**src/rtl/multi_channel_periodic_timer_assert.svh**
```systemverilog
// ----------------------------------------------------------------------------
// Assertion macros for the periodic timer
// Implication checks clocked on clk, disabled while rst_n is low.
// ----------------------------------------------------------------------------
`ifndef MULTI_CHANNEL_PERIODIC_TIMER_ASSERT_SVH
`define MULTI_CHANNEL_PERIODIC_TIMER_ASSERT_SVH
`ifndef SYNTHESIS
`define MCPT_ASSERT_SAME(lbl, ante, cons) \
  lbl: assert property (@(posedge clk) disable iff (!rst_n) (ante) |-> (cons)) \
    else $error("timer assertion failed");
`define MCPT_ASSERT_NEXT(lbl, ante, cons) \
  lbl: assert property (@(posedge clk) disable iff (!rst_n) (ante) |=> (cons)) \
    else $error("timer assertion failed");
`else
`define MCPT_ASSERT_SAME(lbl, ante, cons)
`define MCPT_ASSERT_NEXT(lbl, ante, cons)
`endif
`endif

```
**src/rtl/mcpt_pkg.sv**
```systemverilog
// ----------------------------------------------------------------------------
// mcpt_pkg
// Types and constants shared by the periodic timer modules.
// ----------------------------------------------------------------------------
package mcpt_pkg;

  localparam int MAX_CHANNELS = 4;

  typedef enum logic [1:0] {
    KIND_TICK  = 2'd0,
    KIND_READ  = 2'd1,
    KIND_WRITE = 2'd2,
    KIND_NOP   = 2'd3
  } kind_t;

  typedef enum logic [1:0] {
    REG_LOAD    = 2'd0,
    REG_CURRENT = 2'd1,
    REG_CONTROL = 2'd2,
    REG_FLAG    = 2'd3
  } chan_reg_t;

  typedef enum logic {
    CFG_MODULE_DISABLE  = 1'b0,
    CFG_FREEZE_IN_DEBUG = 1'b1
  } cfg_index_t;

  typedef struct packed {
    logic [1:0]  kind;
    logic [8:0]  address;
    logic [31:0] write_data;
    logic        debug_mode;
  } in_item_t;

  typedef struct packed {
    logic [31:0]             read_data;
    logic [MAX_CHANNELS-1:0] pending_flags;
    logic                    interrupt_request;
  } out_item_t;

  typedef struct packed {
    logic apply;
    logic capture;
  } ctl_cmd_t;

endpackage

```
**src/rtl/mcpt_controller.sv**
```systemverilog
// ----------------------------------------------------------------------------
// mcpt_controller
// Handshake control: output register occupancy and item acceptance.
// ----------------------------------------------------------------------------
module mcpt_controller
  import mcpt_pkg::*;
(
  input  logic     clk,
  input  logic     rst_n,
  input  logic     in_valid,
  output logic     in_stall,
  output logic     out_valid,
  input  logic     out_stall,
  output ctl_cmd_t cmd
);

  typedef enum logic {
    ST_EMPTY,
    ST_FULL
  } state_t;

  state_t state_r, state_nxt;
  logic   out_valid_r, out_valid_nxt;
  logic   accept;

  assign in_stall  = out_valid_r && out_stall;
  assign accept    = in_valid && !in_stall;
  assign out_valid = out_valid_r;

  always_comb begin
    cmd.apply   = accept;
    cmd.capture = accept;
    state_nxt   = state_r;
    case (state_r)
      ST_EMPTY: if (accept) state_nxt = ST_FULL;
      ST_FULL:  if (!accept && !out_stall) state_nxt = ST_EMPTY;
      default:  state_nxt = ST_EMPTY;
    endcase
    out_valid_nxt = (state_nxt == ST_FULL);
  end

  always_ff @(posedge clk) begin
    if (!rst_n) begin
      state_r     <= ST_EMPTY;
      out_valid_r <= 1'b0;
    end else begin
      state_r     <= state_nxt;
      out_valid_r <= out_valid_nxt;
    end
  end

endmodule

```
**src/rtl/mcpt_datapath.sv**
```systemverilog
// ----------------------------------------------------------------------------
// mcpt_datapath
// Channel counters, register file, config bits and result register.
// ----------------------------------------------------------------------------
module mcpt_datapath
  import mcpt_pkg::*;
#(
  parameter int CHANNELS = 4
) (
  input  logic      clk,
  input  logic      rst_n,
  input  ctl_cmd_t  cmd,
  input  in_item_t  in_data,
  input  logic      cfg_we,
  input  logic      cfg_index,
  input  logic      cfg_wdata,
  output out_item_t out_data
);

  logic        mod_dis_r, frz_r;
  logic [31:0] load_r [CHANNELS];
  logic [31:0] load_nxt [CHANNELS];
  logic [31:0] cnt_r [CHANNELS];
  logic [31:0] cnt_nxt [CHANNELS];
  logic [CHANNELS-1:0] en_r, en_nxt, ie_r, ie_nxt, flg_r, flg_nxt;
  out_item_t   res_r, res_nxt;

  logic        mapped, tick_ok, is_rd, is_wr;
  logic [1:0]  ch;
  chan_reg_t   rsel;

  assign mapped  = in_data.address[8] && (in_data.address[7:6] == 2'b00);
  assign ch      = in_data.address[5:4];
  assign rsel    = chan_reg_t'(in_data.address[3:2]);
  assign tick_ok = cmd.apply && (in_data.kind == KIND_TICK) && !mod_dis_r
                   && !(frz_r && in_data.debug_mode);
  assign is_rd   = cmd.apply && (in_data.kind == KIND_READ);
  assign is_wr   = cmd.apply && (in_data.kind == KIND_WRITE);

  always_comb begin
    logic hit;
    res_nxt = '0;
    for (int c = 0; c < CHANNELS; c++) begin
      hit         = mapped && (ch == 2'(c));
      load_nxt[c] = load_r[c];
      cnt_nxt[c]  = cnt_r[c];
      en_nxt[c]   = en_r[c];
      ie_nxt[c]   = ie_r[c];
      flg_nxt[c]  = flg_r[c];
      if (tick_ok && en_r[c]) begin
        if (cnt_r[c] == 32'd0) begin
          flg_nxt[c] = 1'b1;
          cnt_nxt[c] = load_r[c];
        end else begin
          cnt_nxt[c] = cnt_r[c] - 32'd1;
        end
      end
      if (is_wr && hit) begin
        case (rsel)
          REG_LOAD: load_nxt[c] = in_data.write_data;
          REG_CONTROL: begin
            if (in_data.write_data[0] && !en_r[c]) cnt_nxt[c] = load_r[c];
            en_nxt[c] = in_data.write_data[0];
            ie_nxt[c] = in_data.write_data[1];
          end
          REG_FLAG: if (in_data.write_data[0]) flg_nxt[c] = 1'b0;
          default: ;
        endcase
      end
      if (is_rd && hit) begin
        case (rsel)
          REG_LOAD:    res_nxt.read_data = load_r[c];
          REG_CURRENT: res_nxt.read_data = cnt_r[c];
          REG_CONTROL: res_nxt.read_data = {30'd0, ie_r[c], en_r[c]};
          default:     res_nxt.read_data = {31'd0, flg_r[c]};
        endcase
      end
      res_nxt.pending_flags[c] = flg_nxt[c];
      if (flg_nxt[c] && ie_nxt[c]) res_nxt.interrupt_request = 1'b1;
    end
  end

  always_ff @(posedge clk) begin
    if (!rst_n) begin
      mod_dis_r <= 1'b1;
      frz_r     <= 1'b0;
    end else if (cfg_we) begin
      case (cfg_index_t'(cfg_index))
        CFG_MODULE_DISABLE:  mod_dis_r <= cfg_wdata;
        CFG_FREEZE_IN_DEBUG: frz_r     <= cfg_wdata;
        default: ;
      endcase
    end
  end

  always_ff @(posedge clk) begin
    if (!rst_n) begin
      for (int c = 0; c < CHANNELS; c++) begin
        load_r[c] <= '0;
        cnt_r[c]  <= '0;
      end
      en_r  <= '0;
      ie_r  <= '0;
      flg_r <= '0;
    end else if (cmd.apply) begin
      load_r <= load_nxt;
      cnt_r  <= cnt_nxt;
      en_r   <= en_nxt;
      ie_r   <= ie_nxt;
      flg_r  <= flg_nxt;
    end
  end

  always_ff @(posedge clk) begin
    if (cmd.capture) res_r <= res_nxt;
  end

  assign out_data = res_r;

endmodule

```
**src/rtl/multi_channel_periodic_timer.sv**
```systemverilog
// ----------------------------------------------------------------------------
// multi_channel_periodic_timer
// Periodic interrupt timer with up to four down-counting channels.
// ----------------------------------------------------------------------------
// Usage:
//   in_* carries ticks, register reads and register writes as items; every
//   item yields exactly one result on out_* with read data (zero unless a
//   mapped read), the timeout flags and the combined interrupt request,
//   all taken after the item has been applied.
//   cfg_* sets module_disable (index 0) and freeze_in_debug (index 1); write
//   it only while no result is outstanding.
//   out_valid rises in the cycle after acceptance. Throughput: one item per
//   cycle while out_stall does not hold a waiting result, with all channel
//   counters updated together in the datapath and a one-deep output register.
//   Receiver stall: the result is held in the output register; a new item is
//   taken only in a cycle in which that register is free or being emptied,
//   so in_stall follows out_stall while a result waits.
//   Reset: counters, load values, enables and flags clear, module_disable
//   reads 1, freeze_in_debug 0, no result pending.
// ----------------------------------------------------------------------------
`include "multi_channel_periodic_timer_assert.svh"

module multi_channel_periodic_timer
  import mcpt_pkg::*;
#(
  parameter int CHANNELS = 4
) (
  input  logic      clk,
  input  logic      rst_n,
  input  logic      in_valid,
  output logic      in_stall,
  input  in_item_t  in_data,
  output logic      out_valid,
  input  logic      out_stall,
  output out_item_t out_data,
  input  logic      cfg_we,
  input  logic      cfg_index,
  input  logic      cfg_wdata
);

  ctl_cmd_t cmd;
  logic     item_acc;
  logic     non_read_acc;
  logic     irq_shown;

  mcpt_controller u_ctrl (
    .clk       (clk),
    .rst_n     (rst_n),
    .in_valid  (in_valid),
    .in_stall  (in_stall),
    .out_valid (out_valid),
    .out_stall (out_stall),
    .cmd       (cmd)
  );

  mcpt_datapath #(
    .CHANNELS (CHANNELS)
  ) u_dp (
    .clk       (clk),
    .rst_n     (rst_n),
    .cmd       (cmd),
    .in_data   (in_data),
    .cfg_we    (cfg_we),
    .cfg_index (cfg_index),
    .cfg_wdata (cfg_wdata),
    .out_data  (out_data)
  );

  assign item_acc     = in_valid && !in_stall;
  assign non_read_acc = item_acc && (in_data.kind != KIND_READ);
  assign irq_shown    = out_valid && out_data.interrupt_request;

  `MCPT_ASSERT_SAME(a_irq_has_flag, irq_shown, out_data.pending_flags != '0)
  `MCPT_ASSERT_NEXT(a_non_read_zero, non_read_acc, out_data.read_data == 32'd0)
  `MCPT_ASSERT_NEXT(a_accept_shows, item_acc, out_valid)

endmodule
```
**config.mk**
```make
export PLATFORM = sky130hd
export DESIGN_NAME = multi_channel_periodic_timer
export DESIGN_NICKNAME = d
export VERILOG_FILES = /design/src/rtl/mcpt_pkg.sv /design/src/rtl/mcpt_controller.sv /design/src/rtl/mcpt_datapath.sv /design/src/rtl/multi_channel_periodic_timer.sv
export VERILOG_INCLUDE_DIRS = /design/src /design/src/rtl
export SDC_FILE = /design/constraint.sdc
export NUM_CORES = 1
export LEC_CHECK = 0
export ABC_AREA = 1
export BUFFER_PORTS_ARGS = -buffer_cell sky130_fd_sc_hd__buf_2
export CORE_ASPECT_RATIO = 2
export CORE_UTILIZATION = 45
export DETAILED_ROUTE_END_ITERATION = 16
export PLACE_DENSITY = 0.67
export SYNTH_ARGS = -nofsm -noshare
export SYNTH_HDL_FRONTEND = slang
export SYNTH_SLANG_ARGS = --single-unit
```
**constraint.sdc**
```tcl
create_clock -name clk -period 2.4 [get_ports clk]
set_input_delay 0.24 -clock clk [delete_from_list [all_inputs] [get_ports clk]]
set_output_delay 0.24 -clock clk [all_outputs]
set_load 0.01 [all_outputs]
```
== Yosys cells after proc, flatten, opt, wreduce, memory -nomap -nowiden ==
Index checks and enable logic that the tools add are counted.

* Bits in registers: 308
* Input port bits: 51
* Logic and storage cells: 156

* $add $sub $neg: 4
* Eq/ne operators: 8
* Muxes and demuxes: 60
* Bitwise logic cells: 2
* Reduce and logical (&&, ||, !) cells: 62

{| class="wikitable"
|+ Operator list
! operator !! number
|-
| $mux W32 || 24
|-
| $pmux W32 S3 || 4
|-
| $logic_not A32 Y1 || 4
|-
| $sub A32 B1 Y32 const B || 4
|-
| $logic_and A1 B1 Y1 || 34
|-
| $mux W1 || 31
|-
| $reduce_and A3 Y1 || 8
|-
| $eq A2 B2 Y1 const B || 5
|-
| $logic_not A1 Y1 || 9
|-
| $logic_not A2 Y1 || 4
|-
| $eq A2 B1 Y1 const B || 3
|-
| $reduce_and A2 Y1 || 2
|-
| $reduce_or A3 Y1 || 1
|-
| $not A1 Y1 || 2
|-
| $pmux W1 S2 || 1
|}

== Longest topological paths before layout ==
Gate-level depths: netlist of run 1.

* Depth after elaboration: 13
* Gate-level depth with buffers: 16
* Mapped depth without buffers: 16

== Modules after synthesis ==
A second synthesis of run 1 with hierarchy kept.

* Cell total of the unflattened synthesis: 3034
* Area total of the unflattened synthesis: 18749.2 sq um

{| class="wikitable"
|+ Modules (own cells, without submodules)
! module !! times used !! cells an instance !! area each (sq um) !! seq. area each (sq um)
|-
| mcpt_datapath || 1 || 3025 || 18681.7 || 6516.2
|-
| mcpt_controller || 1 || 9 || 67.6 || 20.0
|}

== Worst setup path before layout of run 1 ==
No wires, ideal clock.

* Path type: flip-flop to flip-flop
* Start point: register, netlist name u_ctrl.state_r
* End point: register u_dp.res_r (netlist bit u_dp.out_data[0]) (enable)
* Setup time: 0.416 ns
* Data arrival time: 1.903 ns
* Setup slack: 0.081 ns
* Cell stages (with the launch flop): 5
* Path buffers: 1
* Cell sequence: dfxtp_1 -> nand2_1 -> nand2_2 -> inv_2 -> clkbuf_1

{| class="wikitable"
|+ RTL lines
! element !! RTL line !! source
|-
| end signal, assigned || mcpt_datapath.sv:115 || <nowiki>if (cmd.capture) res_r <= res_nxt;</nowiki>
|-
| end, declared || mcpt_datapath.sv:26 || <nowiki>out_item_t res_r, res_nxt;</nowiki>
|}

== Final worst setup path of run 1 ==
* Start point: register u_dp.cnt_r[0] in the netlist's numbering
* End point: register u_dp.cnt_r[25] in the netlist's numbering

* Word-level cells in the longest chain between the ends: 6
* Elaborated cells between the ends (all ways): 7
* Those cells by class: add/sub (1); mux (5); reduce/logical (1)

{| class="wikitable"
|+ RTL lines
! element !! RTL line !! source
|-
| start, declared || mcpt_datapath.sv:23 || <nowiki>logic [31:0] cnt_r [CHANNELS];</nowiki>
|-
| start signal, assigned || mcpt_datapath.sv:107 || <nowiki>cnt_r <= cnt_nxt;</nowiki>
|-
| $sub A32 B1 Y32 or $logic_not A32 Y1 (tied branches) || mcpt_datapath.sv:55, mcpt_datapath.sv:51 ||
|-
| $mux W32 * || mcpt_datapath.sv:51 || <nowiki>if (cnt_r[c] == 32'd0) begin</nowiki>
|-
| $mux W32 * || mcpt_datapath.sv:50 || <nowiki>if (tick_ok && en_r[c]) begin</nowiki>
|-
| $mux W32 || mcpt_datapath.sv:62 || <nowiki>if (in_data.write_data[0] && !en_r[c]) cnt_nxt[c] = load_r[c];</nowiki>
|-
| $mux W32 || mcpt_datapath.sv:59 || <nowiki>case (rsel)</nowiki>
|-
| $mux W32 * || mcpt_datapath.sv:58 || <nowiki>if (is_wr && hit) begin</nowiki>
|}

Mark *: on every way between the ends. The rest lies on a longest branch, timed or not.
A chain may end at the register's enable or synchronous reset.

==> results of run 1 <==
placed cells by master (no fill, tap or decap), types with 7 or more instances in the layout:
master and count:
nand2_1 822, inv_1 381, nor2_1 295, a21oi_1 286, dfxtp_1 271, nand3_1 180, o21ai_0 148, o22ai_1 133
buf_4 91, buf_2 86, nand4_1 81, edfxtp_1 37, clkbuf_16 35, xor2_1 32, nor3_1 17, buf_12 16
o21ai_1 15, inv_2 12, nand2_2 10, dlygate4sd3_1 9, nor2_2 8, ha_1 8, clkinv_2 8, nor2_4 7
o211ai_1 7
how the worst max path moves through the flow:
| stage | startpoint | end |
|---|---|---|
| floorplan | u_ctrl.state_r | u_dp.out_data[0] |
| global placement | out_stall | u_dp.cnt_r[110] |
| detailed placement | u_dp.cnt_r[0] | u_dp.cnt_r[25] |
| CTS | u_dp.cnt_r[64] | u_dp.cnt_r[90] |
| global route | u_dp.cnt_r[0] | u_dp.cnt_r[26] |
| finish | u_dp.cnt_r[0] | u_dp.cnt_r[25] |
per-stage QoR:
step / cells / cell area [µm²] / hold WS (ns) / power [mW] / util
finish: 3577 / 21000 / 0.0297 / 11.2 / 0.522
global route: 3577 / 21000 / 0.0230 / 11.4 / 0.522
CTS: 3577 / 21000 / 0.00228 / 11.2 / 0.522
detailed placement: 3511 / 19800 / 0.455 / 6.00 / 0.493
global placement: 3511 / 19800 / 0.450 / 6.00 / 0.493
floorplan: 2932 / 18300 / 0.361 / 5.68 / -
state kept, by name, indices dropped and copies added (netlist names):
name,cells
u_dp.ie_r,4
u_dp.out_data,37
u_dp.load_r,128
u_ctrl.state_r,1
u_dp.flg_r,4
u_dp.cnt_r,128
u_dp.mod_dis_r,1
u_dp.frz_r,1
u_dp.en_r,4
what timing repair did:
action | CTS | global route
setup endpoints to repair | 0 | 11
endpoints found under the hold margin | 6 | 0
hold buffers | 9 | 0
resized for setup | 0 | 4
worst min-delay path: stages:
cell,delay [ns]
buf_2,0.14
o21ai_0,0.16
a21oi_1,0.04
logic make-up after synthesis:
| family | count (synthesis) | share of synthesized area |
|---|---|---|
| adders and majority gates | 8 | 0.00546 |
| and+or+nand+nor | 1440 | 0.329 |
| DFF | 308 | 0.357 |
| buffers and inverters | 542 | 0.116 |
| AOI/OAI and AO/OA | 602 | 0.177 |
| xor gates and xnor gates | 32 | 0.0153 |
layout make-up:
class | instances | area (µm²) | share of cell area
tap | 530 | 663 | 0.0316
inverter | 398 | 1500 | 0.0715
clock buffer | 39 | 911 | 0.0434
multi-input combinational | 2082 | 9690 | 0.462
timing repair buffer | 202 | 1520 | 0.0726
sequential | 308 | 6540 | 0.311
clock inverter | 18 | 164 | 0.00781
power by group:
| part | internal, mW | leakage, nW | switching (mW) | total (mW) |
|---|---|---|---|---|
| logic | 0.168 | 6.12 | 0.495 | 0.663 |
| clock network | 2.91 | 0.529 | 2.33 | 5.24 |
| registers | 5.24 | 2.56 | 0.0137 | 5.25 |
per-layer routing:
metal	wire length (µm)	share of wire
met3	4940	0.064
met1	26700	0.35
met4	6710	0.087
met5	0	0
met2	39000	0.50
==> results.toml, run 1 <==
[floorplanning]
floorplan.initialDensity = 0.456
die_h_um = 287
core_area_um2 = 40200
die_area_um2 = 41600
dieWidth_um = 145
io_pins = 90
rows = 104

[global_route]
grt.busiest_layer = "met2"
grt_pass1_vias = 19200
use_met3 = 0.0495
met2_usage = 0.667
grt-ovfl-total = 0
grt_pass1_wl_um = 114000
use_met1 = 0.388
antenna_found_initial = 0
grt_max_degree = 106
grt_use_total = 0.373

[drt]
first_pass_iters = 5
drtAntennaViolNets = 0
detail_route.wl_per_cell_um = 21.6
viasPerCell = 5.66
vias = 20200
drt_wl_total_um = 77300
drc = 0
drt_iter0_markers = 1720

[power_and_ir_drop]
p_leak_nw = 9.20
power_density_nw_per_um2 = 532
vdd_drop_max_uv = 629

[setup_path]
r2r_slack_ns = 0.08
crit_slowest_cell = "dfxtp_1"
crit_buf_inv = 3
path_depth = 13
cpMostUsedCell = "nand2_1"
ff2ff_path_depth = 13
cp_top_family = "simple AND/OR/NAND/NOR gates"
critPathCaptureType = "flop"
crit_fanout = 6
slowest_delay_ns = 0.30
cp-start-kind = "flop"
cp.required_ns = 2.86
r2r-start = "u_dp.cnt_r[0]"
timing.rr.end = "u_dp.cnt_r[25]"
path_class = "reg2reg"
cp.arrival_ns = 2.77
cp_cell_sequence = "inv_1, ha_1, nand2_1, nor2_1, buf_4, nand2_1, nor2_1, nand3_2, nand2_1, buf_4, a21oi_1, nand2_1, a21oi_1"

[synthesis]
synth_fp_nets = 2991
syn_area_per_cell_um2 = 6.25
synth_cell_types = 39
synthArstFlopShare = 0
synthesis.instances = 2932
synth_top_area_share = 0.296
synth_area_leaders = "dfxtp_1 30%, nand2_1 17%, a21oi_1 7.8%"
synth_area_um2 = 18300
ys_warn_count = 0
synthTopCellsByCount = "824 x nand2_1, 381 x inv_1, 299 x nor2_1, 286 x a21oi_1, 271 x dfxtp_1"
synth.most_common_cell = "nand2_1"
synth_edf_count = 37
ys_ff_latch = 308
ys_seq_area_frac = 0.357
synth_ff_type = "dfxtp_1"
synth.largest_area_cell = "dfxtp_1"

[cts]
cts_buffers = 31
clock_path_buffers = 3
clock_latency_ns = 0.60
clkTransAtPathRegs_ns = 0.07
cts_root_buf = "clkbuf_16"
clock-sinks = 308
htree_levels = 1
cts_setup_buffers = 0
cts_tree = "done"

[sta]
setup_slack_ns = 0.0848
finClkSkew_ns = 0.0195
rsz0062_at_grt = "no"
slew_headroom = 0.303
slew_viol_final = 0
fin_tns_setup_ns = 0
tightestPinTransition_ns = 1.05
finalCritPeriodShare = 0.965
final-setup-viol-count = 0
hold_viol = 0
fmax_mhz = 432
min_period_ns = 2.32

[run_status]
status = "finished clean"

[worst_hold_path]
hold_path.class = "in2reg"
holdPathEnd = "u_dp.load_r[41]"
hold_depth = 3
worstHoldStart = "in_data[10]"

[placement]
io_buffers = 87
dpl_worst_slack_ns = 0.208
place.gp.congestion = 1.04
dpl.hpwl_um = 57100

[job]
cap_violations = 0

[finish]
area_delta_synth_final_pct = 14.6
fill_cells = 4123
drive_gt1_frac = 0.0981
nets = 3082
antenna_cells = 0
No activity file was read; power rests on OpenSTA's default activity.
==> run 2: changes to the inputs <==
MAX_ROUTING_LAYER = met4   (was default)
==> run 2 against run 1 <==
  * Power down 2.3%
  * Clock power is 4.8% lower
  * Critical path depth shrank 5
  * Fmax is 3.0% higher
  * Sequential share of layout area increased by 0.065 points
  * Via count up 0.68%
  * Worst hold slack worse by 0.0048 ns
  * Global-route usage is 1.7 points higher
  * Sequential cell count did not move
  * Final cell count decreased by 0.22%
  * Critical path type unchanged
  * Critical endpoint is now u_dp.cnt_r[0]
  * Largest cell class unchanged
  * Largest power group unchanged
==> results.toml, run 2 (same netlist as run 1, synthesis figures left out) <==
[run_status]
status = "finished clean"

[setup_path]
worstSetupStartpoint = "u_dp.cnt_r[24]"
cp_cell_sequence = "nor2_2, nand2_1, nor2_1, nand3_1, o21ai_0, nand2_1, o211ai_1, a21oi_1"
slowest_delay_ns = 0.59
cp.required_ns = 2.83
cpMostUsedCell = "nand2_1"
crit_fanout = 4
r2r-start = "u_dp.cnt_r[24]"
cp.arrival_ns = 2.68
cp-start-kind = "flop"
crit_slowest_cell = "o21ai_0"
critPathCaptureType = "flop"
path_class = "reg2reg"

[global_route]
grt_use_total = 0.390
grt_pass1_wl_um = 115000
antenna_found_initial = 1
grt-ovfl-total = 0
grt_pass1_vias = 19500
grt_max_degree = 129

[sta]
fmax_mhz = 445
slew_viol_final = 0
finalCritPeriodShare = 0.937
fin_tns_setup_ns = 0
rsz0062_at_grt = "no"
hold_ws_ns = 0.0249
hold_viol = 0
tightestPinTransition_ns = 1.07
slew_headroom = 0.290
min_period_ns = 2.25
finClkSkew_ns = 0.0184
final-setup-viol-count = 0

[cts]
clock_latency_ns = 0.59
clock_path_buffers = 3
cts_root_buf = "clkbuf_16"
cts_tree = "done"
htree_levels = 1
clkTransAtPathRegs_ns = 0.07
cts_buffers = 30
clock-sinks = 308

[floorplanning]
die_h_um = 287
dieWidth_um = 145
rows = 104
floorplan.initialDensity = 0.456
die_area_um2 = 41600
core_area_um2 = 40200
io_pins = 90

[placement]
placed_area_um2 = 19800
dpl.hpwl_um = 57200
place.gp.congestion = 1.05
io_buffers = 87

[finish]
fill_cells = 4163
layout_commonest_cell = "nand2_1"
final_area_um2 = 20900
drive_gt1_frac = 0.0978
regArea_um2 = 6540
area_delta_synth_final_pct = 14.3
final_cell_mix = "821 x nand2_1, 381 x inv_1, 290 x nor2_1"
multiInputGateArea_um2 = 9700
nets = 3073
post-route-util = 0.521

[power_and_ir_drop]
vdd_drop_max_uv = 536
clock_power_share = 0.458
p_int_mw = 8.14
p_sw_frac = 0.253
power_density_nw_per_um2 = 521
pwr-share-comb = 0.061
p_total_mw = 10.9
p_sw_mw = 2.76
pwr-share-seq = 0.481
p_leak_nw = 9.16

[drt]
drtAntennaViolNets = 0
drc = 0
first_pass_iters = 6
drt_iter0_markers = 1733
vias = 20400
detail_route.wl_per_cell_um = 21.8
viasPerCell = 5.71
drt_wl_total_um = 77800

[worst_hold_path]
hold_path.class = "in2reg"
worstHoldStart = "in_data[24]"

[job]
cap_violations = 0
-- run 2: cell types whose count changed in the layout (fill, tap and decap cells not counted), sizes merged --
cell         delta
diode           +1
inv             +1
buf             -6
clkinv          -3
clkinvlp        +1
dlygate4sd3     -2
-- run 2: stage by stage --
step / worst slack [ns] / std cells
floorplan: 0.0805 / 2932
global placement: 0.147 / 3505
detailed placement: 0.186 / 3505
CTS: 0.179 / 3568
global route: 0.0135 / 3569
finish: 0.152 / 3569
-- run 2: path summary, 6_finish.rpt --
| kind | cells after the start | end | slack (ns) |
|---|---|---|---|
| setup / recovery | 8 | u_dp.cnt_r[0] | 0.15 |
| hold reg to reg | 2 | u_dp.cnt_r[90] | 0.46 |
| setup reg to reg | 8 | u_dp.cnt_r[0] | 0.15 |
| hold / removal | 3 | u_dp.load_r[55] | 0.02 |
-- run 2: power groups by stage --
stage	combinational (mW)	sequential, mW	clock (mW)
6_report	0.664	5.25	4.99
5_1_grt	0.696	5.25	5.23
4_1_cts	0.646	5.25	5.05
3_5_place_dp	0.635	5.37	0
3_3_place_gp	0.633	5.37	0
2_1_floorplan	0.302	5.38	0
-- run 2: metal layers --
| layer | part of all wire | vias to the layer above | global-route usage |
|---|---|---|---|
| met5 | 0 | - | - |
| li1 | - | 9709 | - |
| met1 | 0.35 | 9550 | 0.387 |
| met2 | 0.51 | 823 | 0.673 |
| met4 | 0.087 | 0 | 0.301 |
| met3 | 0.057 | 304 | 0.0566 |
-- run 2: area by class of cell --
type | count | area share
antenna | 1 | 0.000119
clock buffer | 39 | 0.0409
clock inverter | 17 | 0.00741
inverter | 398 | 0.0719
multi-input combinational | 2082 | 0.463
sequential | 308 | 0.312
tap | 530 | 0.0317
timing repair buffer | 194 | 0.0726
-- run 2: critical path: cells and delay by family (launching register included) --
| family | cells | cell delay [ns] |
|---|---|---|
| compound gates | 3 | 0.79 |
| flops | 1 | 0.35 |
| simple gates | 5 | 0.96 |
-- run 2: what timing repair did --
item	in CTS	in global routing
hold endpoints to repair	3	0
setup buffers	0	0
gates resized for setup	0	13
endpoints found under the setup margin	0	35
hold buffers	7	0
==> run 3: changes to the inputs <==
SETUP_SLACK_MARGIN = 0.4   (was default)
==> run 3 against run 2 <==
  * Critical endpoint is now u_dp.cnt_r[121]
  * Clock skew is 0.0024 ns higher
  * Cell area up 6.2%
  * Register-to-register slack better by 0.12 ns
==> results.toml, run 3 (same netlist as run 1, synthesis figures left out) <==
[sta]
final-setup-viol-count = 0
hold_viol = 0
rsz0062_at_grt = "yes"
min_period_ns = 2.13
fmax_mhz = 469
slew_headroom = 0.604
slew_viol_final = 0
finalCritPeriodShare = 0.889
finClkSkew_ns = 0.0208
hold_ws_ns = 0.0247
fin_tns_setup_ns = 0
tightestPinTransition_ns = 0.594
setup_slack_ns = 0.267

[placement]
io_buffers = 87
dpl.hpwl_um = 56500
dpl_worst_slack_ns = 0.153
placed_area_um2 = 19800
place_inst = 3503
place.gp.congestion = 1.05

[drt]
drc = 0
drtAntennaViolNets = 0
detail_route.wl_per_cell_um = 21.7
drt_iter0_markers = 1496
viasPerCell = 5.73
first_pass_iters = 5
drt_wl_total_um = 78200
vias = 20700

[setup_path]
r2r_slack_ns = 0.27
cp.required_ns = 2.91
critPathCaptureType = "flop"
path_class = "reg2reg"
timing.rr.end = "u_dp.cnt_r[121]"
r2r-start = "u_dp.cnt_r[117]"
ff2ff_path_depth = 12
cp.arrival_ns = 2.64
crit_fanout = 6
cp-start-kind = "flop"

[global_route]
grt_pass1_wl_um = 113000
grt-ovfl-total = 0
antenna_found_initial = 2
grt_max_degree = 102
grt_pass1_vias = 19500
grt_use_total = 0.381

[power_and_ir_drop]
power_density_nw_per_um2 = 495
p_total_mw = 11.0
p_leak_nw = 9.64
vdd_drop_max_uv = 541

[finish]
multiInputGateArea_um2 = 10300
drive_gt1_frac = 0.153
post-route-util = 0.553
final_cell_mix = "790 x nand2_1, 368 x inv_1, 269 x dfxtp_1"
nets = 3111
fill_cells = 3986
area_delta_synth_final_pct = 21.3
stdcell_count = 3607
regArea_um2 = 6540
layout_commonest_cell = "nand2_1"
final_area_um2 = 22200

[cts]
htree_levels = 1
clock-sinks = 308
clock_path_buffers = 3
cts_root_buf = "clkbuf_16"
cts_tree = "done"
clkTransAtPathRegs_ns = 0.06
cts_buffers = 31
clock_latency_ns = 0.60

[floorplanning]
die_h_um = 287
rows = 104
core_area_um2 = 40200
floorplan.initialDensity = 0.456
io_pins = 90
dieWidth_um = 145
die_area_um2 = 41600

[worst_hold_path]
hold_depth = 3
worstHoldStart = "in_data[25]"
hold_path.class = "in2reg"
holdPathEnd = "u_dp.load_r[56]"

[run_status]
status = "finished clean"

[job]
cap_violations = 0
[run 3: repair_timing]
item / 4_1_cts / 5_1_grt
buffers inserted: 5 / 28
resized for setup: 42 / 224
pin swaps: 4 / 55
cloned: 1 / 5
endpoints found under the hold margin: 3 / 0
setup endpoints to repair: 159 / 221
hold buffers: 7 / 0
[run 3: area by class of cell]
type | instances | area share
Sequential cell | 308 | 0.294
Clock buffer | 43 | 0.0401
Clock inverter | 13 | 0.00580
Antenna cell | 2 | 0.000225
Multi-Input combinational cell | 2082 | 0.465
Timing Repair Buffer | 231 | 0.0949
Inverter | 398 | 0.0701
Tap cell | 530 | 0.0298
[run 3: metal layers]
layer	vias up	wire length, µm	GRT usage
met3	339	4030	0.0375
met1	9658	26600	0.377
met5	-	0	-
met2	896	39800	0.667
met4	0	7800	0.305
li1	9788	-	-
[run 3: worst max-delay path: stages (launching register included)]
cell and delay, ns:
dfxtp_1 0.36, nor2_2 0.23, nand2_2 0.15, buf_4 0.19, nor2_1 0.10, nand2_1 0.08, nor2_1 0.10, nand3_1 0.14
nand2_4 0.13, clkinvlp_4 0.22, nand2_1 0.13, nand3_1 0.07, a21oi_1 0.15
[run 3: power by group]
group          internal (mW)  switching [mW]  total, mW
Clock                   2.80            2.25       5.06
Combinational          0.185           0.511      0.696
Sequential              5.24          0.0124       5.25
[run 3: worst max-delay path by stage]
stage | startpoint | end | slack, ns | cells after the start
floorplan | u_ctrl.state_r | u_dp.cnt_r[19] | 0.64 | 12
global placement | u_dp.cnt_r[64] | u_dp.cnt_r[90] | 0.18 | 10
detailed placement | u_dp.cnt_r[64] | u_dp.cnt_r[90] | 0.15 | 10
CTS | u_dp.cnt_r[64] | u_dp.cnt_r[90] | 0.30 | 10
global route | u_ctrl.state_r | u_dp.cnt_r[121] | 0.28 | 12
finish | u_dp.cnt_r[117] | u_dp.cnt_r[121] | 0.27 | 12
